### src/hw/rtl/sccb_pkg.sv
package sccb_pkg;

   localparam int TIMER_WIDTH = 16;
   localparam int CMP_WIDTH   = 33;

   localparam logic [CMP_WIDTH-1:0] TIMER_LIMIT = CMP_WIDTH'((64'd1 << TIMER_WIDTH) - 64'd1);

   localparam logic [7:0] DEVICE_ID_RESET   = 8'd66;
   localparam logic [15:0] HALF_PERIOD_RESET = 16'd50;
   localparam logic [7:0] READ_BIT          = 8'h01;
   localparam logic [7:0] MSB_MASK          = 8'h80;
   localparam logic [3:0] BITS_PER_BYTE     = 4'd8;

   localparam logic REG_DEVICE_ID   = 1'b0;
   localparam logic REG_HALF_PERIOD = 1'b1;

   localparam logic FUNC_WRITE = 1'b0;
   localparam logic FUNC_READ  = 1'b1;

   typedef logic [TIMER_WIDTH-1:0] timer_type;

   typedef struct packed {
      logic       cmd_valid;
      logic       func;
      logic [7:0] reg_addr;
      logic [7:0] wr_data;
      logic       sda_in;
   } req_type;

   typedef struct packed {
      logic       scl_out;
      logic       sda_out;
      logic       sda_drive;
      logic       busy_res;
      logic       done_res;
      logic       nack_error;
      logic [7:0] rd_data;
   } rsp_type;

   typedef struct packed {
      logic [7:0]  device_id;
      logic [15:0] half_period_ticks;
   } cfg_type;

endpackage

### src/hw/rtl/sccb_csr.sv
module sccb_csr (
   input  logic                clock,
   input  logic                reset,
   input  logic                psel,
   input  logic                penable,
   input  logic                pwrite,
   input  logic [2:0]          paddr,
   input  logic [31:0]         pwdata,
   output logic [31:0]         prdata,
   output logic                pready,
   output sccb_pkg::cfg_type   cfg
);
   import sccb_pkg::*;

   cfg_type cfg_ff;
   logic    wr_en;

   assign pready = 1'b1;
   assign wr_en  = psel && penable && pwrite && pready;
   assign cfg    = cfg_ff;

   always_ff @(posedge clock) begin
      if (reset) begin
         cfg_ff.device_id         <= DEVICE_ID_RESET;
         cfg_ff.half_period_ticks <= HALF_PERIOD_RESET;
      end else if (wr_en) begin
         case (paddr[2])
            REG_DEVICE_ID:   cfg_ff.device_id <= pwdata[7:0];
            REG_HALF_PERIOD: cfg_ff.half_period_ticks <= pwdata[15:0];
            default: ;
         endcase
      end
   end

   always_comb begin
      case (paddr[2])
         REG_DEVICE_ID:   prdata = {24'd0, cfg_ff.device_id};
         REG_HALF_PERIOD: prdata = {16'd0, cfg_ff.half_period_ticks};
         default:         prdata = 32'd0;
      endcase
   end

endmodule

### src/hw/rtl/sccb_seq.sv
module sccb_seq (
   input  logic              clock,
   input  logic              reset,
   input  logic              advance,
   input  sccb_pkg::req_type item,
   input  sccb_pkg::cfg_type cfg,
   output sccb_pkg::rsp_type result
);
   import sccb_pkg::*;

   typedef enum logic [4:0] {
      PH_IDLE, PH_START1, PH_START2, PH_BIT_LOW, PH_BIT_HIGH, PH_ACK_LOW,
      PH_ACK_HIGH, PH_GAP, PH_STOP1, PH_STOP2, PH_STOP3, PH_STOP_GAP,
      PH_RBIT_LOW, PH_RBIT_HIGH, PH_NA1, PH_NA2, PH_NA3, PH_NA4
   } phase_type;

   typedef struct packed {
      logic scl;
      logic sda;
      logic en;
   } pins_type;

   typedef struct packed {
      logic       func;
      logic [7:0] reg_addr;
      logic [7:0] wr_data;
   } held_type;

   phase_type  step_ff, step_in, a_step;
   timer_type  timer_ff, timer_in, a_timer;
   logic [3:0] bit_ff, bit_in, a_bit;
   logic [1:0] byte_ff, byte_in, a_byte;
   logic [7:0] shift_ff, shift_in;
   pins_type   pins_ff, pins_in, a_pins;
   logic       err_ff, err_in, a_err;
   logic [7:0] read_ff, read_in;
   held_type   held_ff, held_in, a_held;

   logic                 cmd, busy, done, phase_end, rd;
   logic [CMP_WIDTH-1:0] eff;

   function automatic pins_type enter_pins(phase_type ph, pins_type p, logic msb);
      pins_type r;
      r = p;
      case (ph)
         PH_START1:    r = '{scl: 1'b1, sda: 1'b1, en: 1'b1};
         PH_START2:    r.sda = 1'b0;
         PH_BIT_LOW:   begin r.scl = 1'b0; r.en = 1'b1; r.sda = msb; end
         PH_BIT_HIGH:  r.scl = 1'b1;
         PH_ACK_LOW:   begin r.scl = 1'b0; r.en = 1'b0; end
         PH_ACK_HIGH:  r.scl = 1'b1;
         PH_GAP:       begin r.scl = 1'b0; r.en = 1'b1; end
         PH_STOP1:     r = '{scl: 1'b0, sda: 1'b0, en: 1'b1};
         PH_STOP2:     r.scl = 1'b1;
         PH_STOP3:     r.sda = 1'b1;
         PH_RBIT_LOW:  begin r.scl = 1'b0; r.en = 1'b0; end
         PH_RBIT_HIGH: r.scl = 1'b1;
         PH_NA1:       begin r.scl = 1'b0; r.en = 1'b1; end
         PH_NA2:       begin r.sda = 1'b1; r.scl = 1'b1; end
         PH_NA3:       r.scl = 1'b0;
         PH_NA4:       r.sda = 1'b0;
         default:      r = p;
      endcase
      return r;
   endfunction

   function automatic logic [7:0] byte_to_send(logic [1:0] idx, held_type h,
                                               logic [7:0] dev);
      logic [7:0] r;
      case (idx)
         2'd0:    r = dev;
         2'd1:    r = h.reg_addr;
         default: r = (h.func == FUNC_WRITE) ? h.wr_data : (dev | READ_BIT);
      endcase
      return r;
   endfunction

   // command takes effect before the pins of this beat are shown
   always_comb begin
      cmd     = (step_ff == PH_IDLE) && item.cmd_valid;
      a_step  = cmd ? PH_START1 : step_ff;
      a_pins  = cmd ? pins_type'{scl: 1'b1, sda: 1'b1, en: 1'b1} : pins_ff;
      a_held  = cmd ? held_type'{func: item.func, reg_addr: item.reg_addr,
                                 wr_data: item.wr_data}
                    : held_ff;
      a_err   = cmd ? 1'b0 : err_ff;
      a_byte  = cmd ? 2'd0 : byte_ff;
      a_bit   = cmd ? 4'd0 : bit_ff;
      a_timer = cmd ? '0 : timer_ff;
   end

   always_comb begin
      eff = CMP_WIDTH'(cfg.half_period_ticks);
      if (cfg.half_period_ticks == 16'd0) begin
         eff = CMP_WIDTH'(1);
      end
      if (eff > TIMER_LIMIT) begin
         eff = TIMER_LIMIT;
      end
   end

   assign rd        = (a_held.func == FUNC_READ);
   assign busy      = (a_step != PH_IDLE);
   assign phase_end = (CMP_WIDTH'(a_timer) + CMP_WIDTH'(1)) >= eff;

   always_comb begin
      step_in  = a_step;
      timer_in = a_timer;
      bit_in   = a_bit;
      byte_in  = a_byte;
      shift_in = shift_ff;
      pins_in  = a_pins;
      err_in   = a_err;
      read_in  = read_ff;
      held_in  = a_held;
      done     = 1'b0;
      if (busy && !phase_end) begin
         timer_in = a_timer + timer_type'(1);
      end else if (busy) begin
         case (a_step)
            PH_START1: step_in = PH_START2;
            PH_START2: begin
               shift_in = byte_to_send(a_byte, a_held, cfg.device_id);
               bit_in   = 4'd0;
               step_in  = PH_BIT_LOW;
            end
            PH_BIT_LOW: step_in = PH_BIT_HIGH;
            PH_BIT_HIGH: begin
               shift_in = {shift_ff[6:0], 1'b0};
               bit_in   = a_bit + 4'd1;
               step_in  = (bit_in < BITS_PER_BYTE) ? PH_BIT_LOW : PH_ACK_LOW;
            end
            PH_ACK_LOW: step_in = PH_ACK_HIGH;
            PH_ACK_HIGH: begin
               if (!rd && item.sda_in) begin
                  err_in = 1'b1;
               end
               step_in = (!rd && a_byte >= 2'd2) ? PH_STOP1 : PH_GAP;
            end
            PH_GAP: begin
               if (rd && a_byte == 2'd1) begin
                  step_in = PH_STOP1;
               end else if (rd && a_byte >= 2'd2) begin
                  byte_in  = 2'd3;
                  bit_in   = 4'd0;
                  shift_in = 8'd0;
                  step_in  = PH_RBIT_LOW;
               end else begin
                  byte_in  = a_byte + 2'd1;
                  shift_in = byte_to_send(byte_in, a_held, cfg.device_id);
                  bit_in   = 4'd0;
                  step_in  = PH_BIT_LOW;
               end
            end
            PH_STOP1: step_in = PH_STOP2;
            PH_STOP2: step_in = PH_STOP3;
            PH_STOP3: begin
               if (rd && a_byte == 2'd1) begin
                  step_in = PH_STOP_GAP;
               end else begin
                  step_in = PH_IDLE;
                  done    = 1'b1;
               end
            end
            PH_STOP_GAP: begin
               byte_in = 2'd2;
               step_in = PH_START1;
            end
            PH_RBIT_LOW: step_in = PH_RBIT_HIGH;
            PH_RBIT_HIGH: begin
               shift_in = {shift_ff[6:0], item.sda_in};
               bit_in   = a_bit + 4'd1;
               if (bit_in < BITS_PER_BYTE) begin
                  step_in = PH_RBIT_LOW;
               end else begin
                  read_in = shift_in;
                  step_in = PH_NA1;
               end
            end
            PH_NA1: step_in = PH_NA2;
            PH_NA2: step_in = PH_NA3;
            PH_NA3: step_in = PH_NA4;
            PH_NA4: step_in = PH_STOP1;
            default: begin
               step_in = PH_IDLE;
               done    = 1'b1;
            end
         endcase
         timer_in = '0;
         pins_in  = enter_pins(step_in, a_pins, (shift_in & MSB_MASK) != 8'd0);
      end
   end

   always_comb begin
      result.scl_out    = a_pins.scl;
      result.sda_out    = a_pins.sda;
      result.sda_drive  = a_pins.en;
      result.busy_res   = busy;
      result.done_res   = done;
      result.nack_error = err_in;
      result.rd_data    = read_in;
   end

   always_ff @(posedge clock) begin
      if (reset) begin
         step_ff  <= PH_IDLE;
         timer_ff <= '0;
         bit_ff   <= 4'd0;
         byte_ff  <= 2'd0;
         shift_ff <= 8'd0;
         pins_ff  <= '{scl: 1'b1, sda: 1'b1, en: 1'b1};
         err_ff   <= 1'b0;
         read_ff  <= 8'd0;
         held_ff  <= '0;
      end else if (advance) begin
         step_ff  <= step_in;
         timer_ff <= timer_in;
         bit_ff   <= bit_in;
         byte_ff  <= byte_in;
         shift_ff <= shift_in;
         pins_ff  <= pins_in;
         err_ff   <= err_in;
         read_ff  <= read_in;
         held_ff  <= held_in;
      end
   end

   a_done_to_idle: assert property (@(posedge clock) disable iff (reset)
      advance && done |=> step_ff == PH_IDLE)
      else $error("sequencer not idle after final stop");

   a_release_phases: assert property (@(posedge clock) disable iff (reset)
      !pins_ff.en |-> (step_ff == PH_ACK_LOW || step_ff == PH_ACK_HIGH ||
                       step_ff == PH_RBIT_LOW || step_ff == PH_RBIT_HIGH))
      else $error("sda released outside acknowledge or read bit");

   a_bit_range: assert property (@(posedge clock) disable iff (reset)
      bit_ff <= BITS_PER_BYTE)
      else $error("bit count beyond one byte");

   a_nack_write_only: assert property (@(posedge clock) disable iff (reset)
      err_ff |-> held_ff.func == FUNC_WRITE)
      else $error("nack flagged on a read");

endmodule

### src/hw/rtl/sccb_register_master.sv
// channel | ports                                  | beat
// req     | req_valid, req_stall, req_data         | one bus tick with sda sample and command
// rsp     | rsp_valid, rsp_stall, rsp_data         | pin levels and status for that tick
// csr     | psel, penable, pwrite, paddr, pwdata,  | device_id at 0, half_period_ticks at 4
//         | prdata, pready                         |
//
// one beat per cycle while rsp is not stalled; each req beat gives one rsp beat,
// registered in the input register and then in the result register around the sequencer
// reset puts the bus lines high with sda driven and the sequencer idle
// a stall on rsp holds the result register and the input register in the same cycle;
// req is taken again in the cycle the stall drops

module sccb_register_master (
   input  logic              clock,
   input  logic              reset,
   input  logic              req_valid,
   output logic              req_stall,
   input  sccb_pkg::req_type req_data,
   output logic              rsp_valid,
   input  logic              rsp_stall,
   output sccb_pkg::rsp_type rsp_data,
   input  logic              psel,
   input  logic              penable,
   input  logic              pwrite,
   input  logic [2:0]        paddr,
   input  logic [31:0]       pwdata,
   output logic [31:0]       prdata,
   output logic              pready
);
   import sccb_pkg::*;

   logic    req_valid_ff, req_valid_in;
   req_type req_data_ff;
   logic    rsp_valid_ff, rsp_valid_in;
   rsp_type rsp_data_ff;
   logic    advance, take;
   rsp_type result;
   cfg_type cfg;

   assign advance   = req_valid_ff && (!rsp_valid_ff || !rsp_stall);
   assign req_stall = req_valid_ff && !advance;
   assign take      = req_valid && !req_stall;
   assign rsp_valid = rsp_valid_ff;
   assign rsp_data  = rsp_data_ff;

   always_comb begin
      req_valid_in = take ? 1'b1 : (req_valid_ff && !advance);
      rsp_valid_in = advance ? 1'b1 : (rsp_valid_ff && rsp_stall);
   end

   sccb_csr u_csr (
      .clock   (clock),
      .reset   (reset),
      .psel    (psel),
      .penable (penable),
      .pwrite  (pwrite),
      .paddr   (paddr),
      .pwdata  (pwdata),
      .prdata  (prdata),
      .pready  (pready),
      .cfg     (cfg)
   );

   sccb_seq u_seq (
      .clock   (clock),
      .reset   (reset),
      .advance (advance),
      .item    (req_data_ff),
      .cfg     (cfg),
      .result  (result)
   );

   always_ff @(posedge clock) begin
      if (reset) begin
         req_valid_ff <= 1'b0;
         rsp_valid_ff <= 1'b0;
      end else begin
         req_valid_ff <= req_valid_in;
         rsp_valid_ff <= rsp_valid_in;
      end
   end

   always_ff @(posedge clock) begin
      if (take) begin
         req_data_ff <= req_data;
      end
      if (advance) begin
         rsp_data_ff <= result;
      end
   end

endmodule

### config.mk
export PLATFORM = sky130hd
export DESIGN_NAME = sccb_register_master
export DESIGN_NICKNAME = d
export VERILOG_FILES = /design/src/hw/rtl/sccb_pkg.sv /design/src/hw/rtl/sccb_csr.sv /design/src/hw/rtl/sccb_seq.sv /design/src/hw/rtl/sccb_register_master.sv
export SDC_FILE = /design/constraint.sdc
export NUM_CORES = 1
export LEC_CHECK = 0
export ABC_AREA = 1
export BUFFER_PORTS_ARGS = -buffer_cell sky130_fd_sc_hd__buf_2
export CAP_MARGIN = 20
export CORE_ASPECT_RATIO = 0.6
export CORE_MARGIN = 8
export CORE_UTILIZATION = 58
export DETAILED_ROUTE_END_ITERATION = 16
export GPL_TIMING_DRIVEN = 0
export PLACE_DENSITY_LB_ADDON = 0.2
export RECOVER_POWER = 25
export SLEW_MARGIN = 40
export SYNTH_ARGS = -nofsm -noshare
export SYNTH_HDL_FRONTEND = slang
export SYNTH_SLANG_ARGS = --single-unit
### constraint.sdc
create_clock -name clock -period 4.4 [get_ports clock]
set_input_delay 0.88 -clock clock [delete_from_list [all_inputs] [get_ports clock]]
set_output_delay 0.88 -clock clock [all_outputs]
set_load 0.02 [all_outputs]
==> results.md <==
- Worst-path clk slew: 60 ps
- Static Leak: 0.004034 uW
- Row cnt: 31
- Post-DP HPWL: 16,530 microns
- Final setup margin: 212.5 ps
- Worst Max-Slew Pin Slew: 731.2 ps
- Post-synth top flop: dfxtp_1
- Worst setup EP type: flop
- GPL Wtd Cong: 0.9776
- Final Non-Filler Cells: 1,307
- Tmin final: 4188 ps
- Synth area leaders: dfxtp_1, edfxtp_1, nand2_1
- First-pass GRT wire length: 34,580 microns
- Max Fclk: 238.8 MHz
- Dpl ws: -809.6 ps
- Nature of the critical path startpoint: flop
- Fin area: 8618 sq um
- DIE AREA: 16,450 sq um
- Grt ovf: 0
- CTS tree: built
- Relative slew slack: 50.88%
- Final setup fails: 0
- Clock Latency Late Sink: 420 ps
- Pins over their slew limit: 0
- Cell area after synthesis: 7248 sq um
- Final hold vios: 0
- ANT cells: 0
- DRC: 0
- Via density: 5.615
- Antenna Nets Post-Route: 0
- Vias in the first global route: 6,522
- WP data required: 4710 ps
- Clk sinks: 123
- DR iter-0 viols: 976
- Die Height: 102.6 microns
- Post-Synth Simple-Gate Area: 22.73%
- Syn Area/Cell: 7.127 sq um
- Post-synth cell types: 47
- I/O Pins: 110
- Gr usage total: 26.60%
- Crit Path Category: flop to flop
- Synth Instances: 1,017
- Seq/Total Area, Yosys: 38.53%
- Clk root buf: clkbuf_16
- Area grow syn2layout: 18.90%
- Placed Cells: 1,270
- Vias: 7,339
- Width of the die: 160.3 microns
- Post-synthesis mux area share: 0.2762%
- Share of the synthesized area in the top cell type: 24.86%
- Port Buf Inserts: 73
- Synth Area in Compound Gates: 20.68%
- Flops & latches, synth: 123
- Final Util: 70.99%
- Initial antenna violation count: 0
- Hold slack: 466.2 ps
- Final period utilization: 95.17%
- Share of flip-flops with an asynchronous set or reset: 0%
- Arr. time, crit path: 4500 ps
- Count leader, synth: nand2_1
- MaxCap Viol Count: 0
- CTS max path bufs: 2
- CTS H-tree lvls: 4
- Starting density of the core: 59.70%
- Setup Skew: 8.940 ps
- Synth Area in Adders: 3.625%
- Area post-placement: 7878 sq um
- Synth top cells by count: nand2_1, inv_1, o21ai_0
- Routed WL: 21,820 microns
- Drt first pass iters: 6
- Area leader, netlist: dfxtp_1
- CP Max Fanout: 19
- Hold Path Class: flop to flop
- Warning count from the yosys run: 0
- Wire length per cell: 16.69 microns
- Largest vdd supply drop: 0.0003135 V
- CTS buffer count: 17
- EDFF count, synth: 33
- Pwr per Cell Area: 385.7 nW/um^2
- Largest net degree at the start of global routing: 24
- Layout cells sized above 1: 16.11%
- Core ar.: 12,140 sq um
- Nets@finish: 1,211
- Status: finished clean
- Largest family of logic cells by synthesized area: simple AND/OR/NAND/NOR gates
- Post-synthesis xor/xnor area fraction: 1.692%
## state kept, by name, indices dropped and copies added, names as in the netlist
name,flops
u_seq.held_ff,17
u_seq.read_ff,8
req_data_ff,19
u_seq.err_ff,1
u_seq.timer_ff,16
u_seq.step_ff,5
rsp_data,14
u_csr.cfg,24
u_seq.byte_ff,2
rsp_valid,1
u_seq.shift_ff,8
req_valid_ff,1
u_seq.pins_ff,3
u_seq.bit_ff,4
## worst max-delay path, stage by stage (launching register included)
cell and delay [ps]:
dfxtp_2 360, inv_2 70, nand2_2 130, nor2_4 80, nand2_8 120, inv_1 80, buf_6 180, nor2_4 130
ha_2 200, inv_1 70, nor3_4 250, buf_4 160, xor2_1 300, ha_1 330, a21o_1 160, a21oi_1 150
nand2_1 70, nand2_1 60, nand2_1 60, a21oi_2 210, nand2_4 140, nand2_8 140, clkinvlp_4 150, nand4_1 110
nand2_1 140, o21ai_1 170, inv_1 50
## where the power goes
group	internal, uW	total [uW]	switching, uW	leakage (uW)
sequential	1230	1260	34.9	0.00105
combinational	203	669	466	0.00269
clock	850	1390	540	0.000292
## worst paths after layout
kind | start | to | slack [ps] | cells past startpoint
worst max-delay path | u_seq.step_ff[3]$_SDFFE_PP0P_ | u_seq.err_ff$_SDFFE_PP0P_ | 210 | 26
worst max register to register | u_seq.step_ff[3]$_SDFFE_PP0P_ | u_seq.err_ff$_SDFFE_PP0P_ | 210 | 26
worst min register to register | u_seq.pins_ff[2]$_SDFFE_PP1P_ | u_seq.pins_ff[2]$_SDFFE_PP1P_ | 470 | 2
worst min-delay path | u_seq.pins_ff[2]$_SDFFE_PP1P_ | u_seq.pins_ff[2]$_SDFFE_PP1P_ | 470 | 2
## metal layers
metal	global-route usage, %	share of wire (%)	up-vias
met5	0	0	-
met4	8.357	1.4	0
met3	7.217	12	25
met2	37.39	40	424
met1	38.59	47	3323
li1	-	-	3567
## metrics by stage
step	TNS [ps]	total power (uW)
6_report	0	3324
5_1_grt	-27.91	3456
4_1_cts	0	3286
3_5_place_dp	-28290	1900
3_3_place_gp	-25790	1893
2_1_floorplan	0	1715
## cells by family (layout without fill, tap and decap cells)
| logic type | count (synthesis) | count (layout) |
|---|---|---|
| DFF | 123 | 123 |
| AOI/OAI and AO/OA | 271 | 271 |
| xor gates and xnor gates | 14 | 14 |
| muxes | 2 | 2 |
| buffers and inverters | 211 | 321 |
| and+or+nand+nor | 373 | 373 |
| other | 2 | 17 |
| adders and majority gates | 21 | 21 |
## layout by cell type, fill, tap and decap left out, drive strengths merged, types with 2 or more instances in the layout
| cell type | n |
|---|---|
| a211oi | 2 |
| a21oi | 104 |
| a221oi | 3 |
| a22oi | 2 |
| a31oi | 4 |
| and3 | 2 |
| buf | 107 |
| clkbuf | 52 |
| clkinv | 6 |
| conb | 17 |
| dfxtp | 90 |
| edfxtp | 33 |
| ha | 21 |
| inv | 154 |
| mux2i | 2 |
| nand2 | 214 |
| nand3 | 50 |
| nand3b | 3 |
| nand4 | 13 |
| nor2 | 74 |
| nor3 | 11 |
| nor4 | 4 |
| o211ai | 25 |
| o21ai | 124 |
| or2 | 2 |
| xor2 | 13 |
## what timing repair did
action,4_1_cts,5_1_grt
hold buffers,0,0
setup buffers,0,7
pin swaps,0,5
setup endpoints to repair,57,52
gates resized for setup,10,14
## area by class of cell
type,instances,area [sq um]
plain buffers,57,324.1
inverters,152,574.3
clock buffers,22,485.5
well taps,165,206.4
flip-flops and latches,123,2796
multi-input cells,698,3699
fillers,1010,3522
repair buffers,80,430.4
clock inverters,10,102.6
Power figures use the tool's default switching activity.
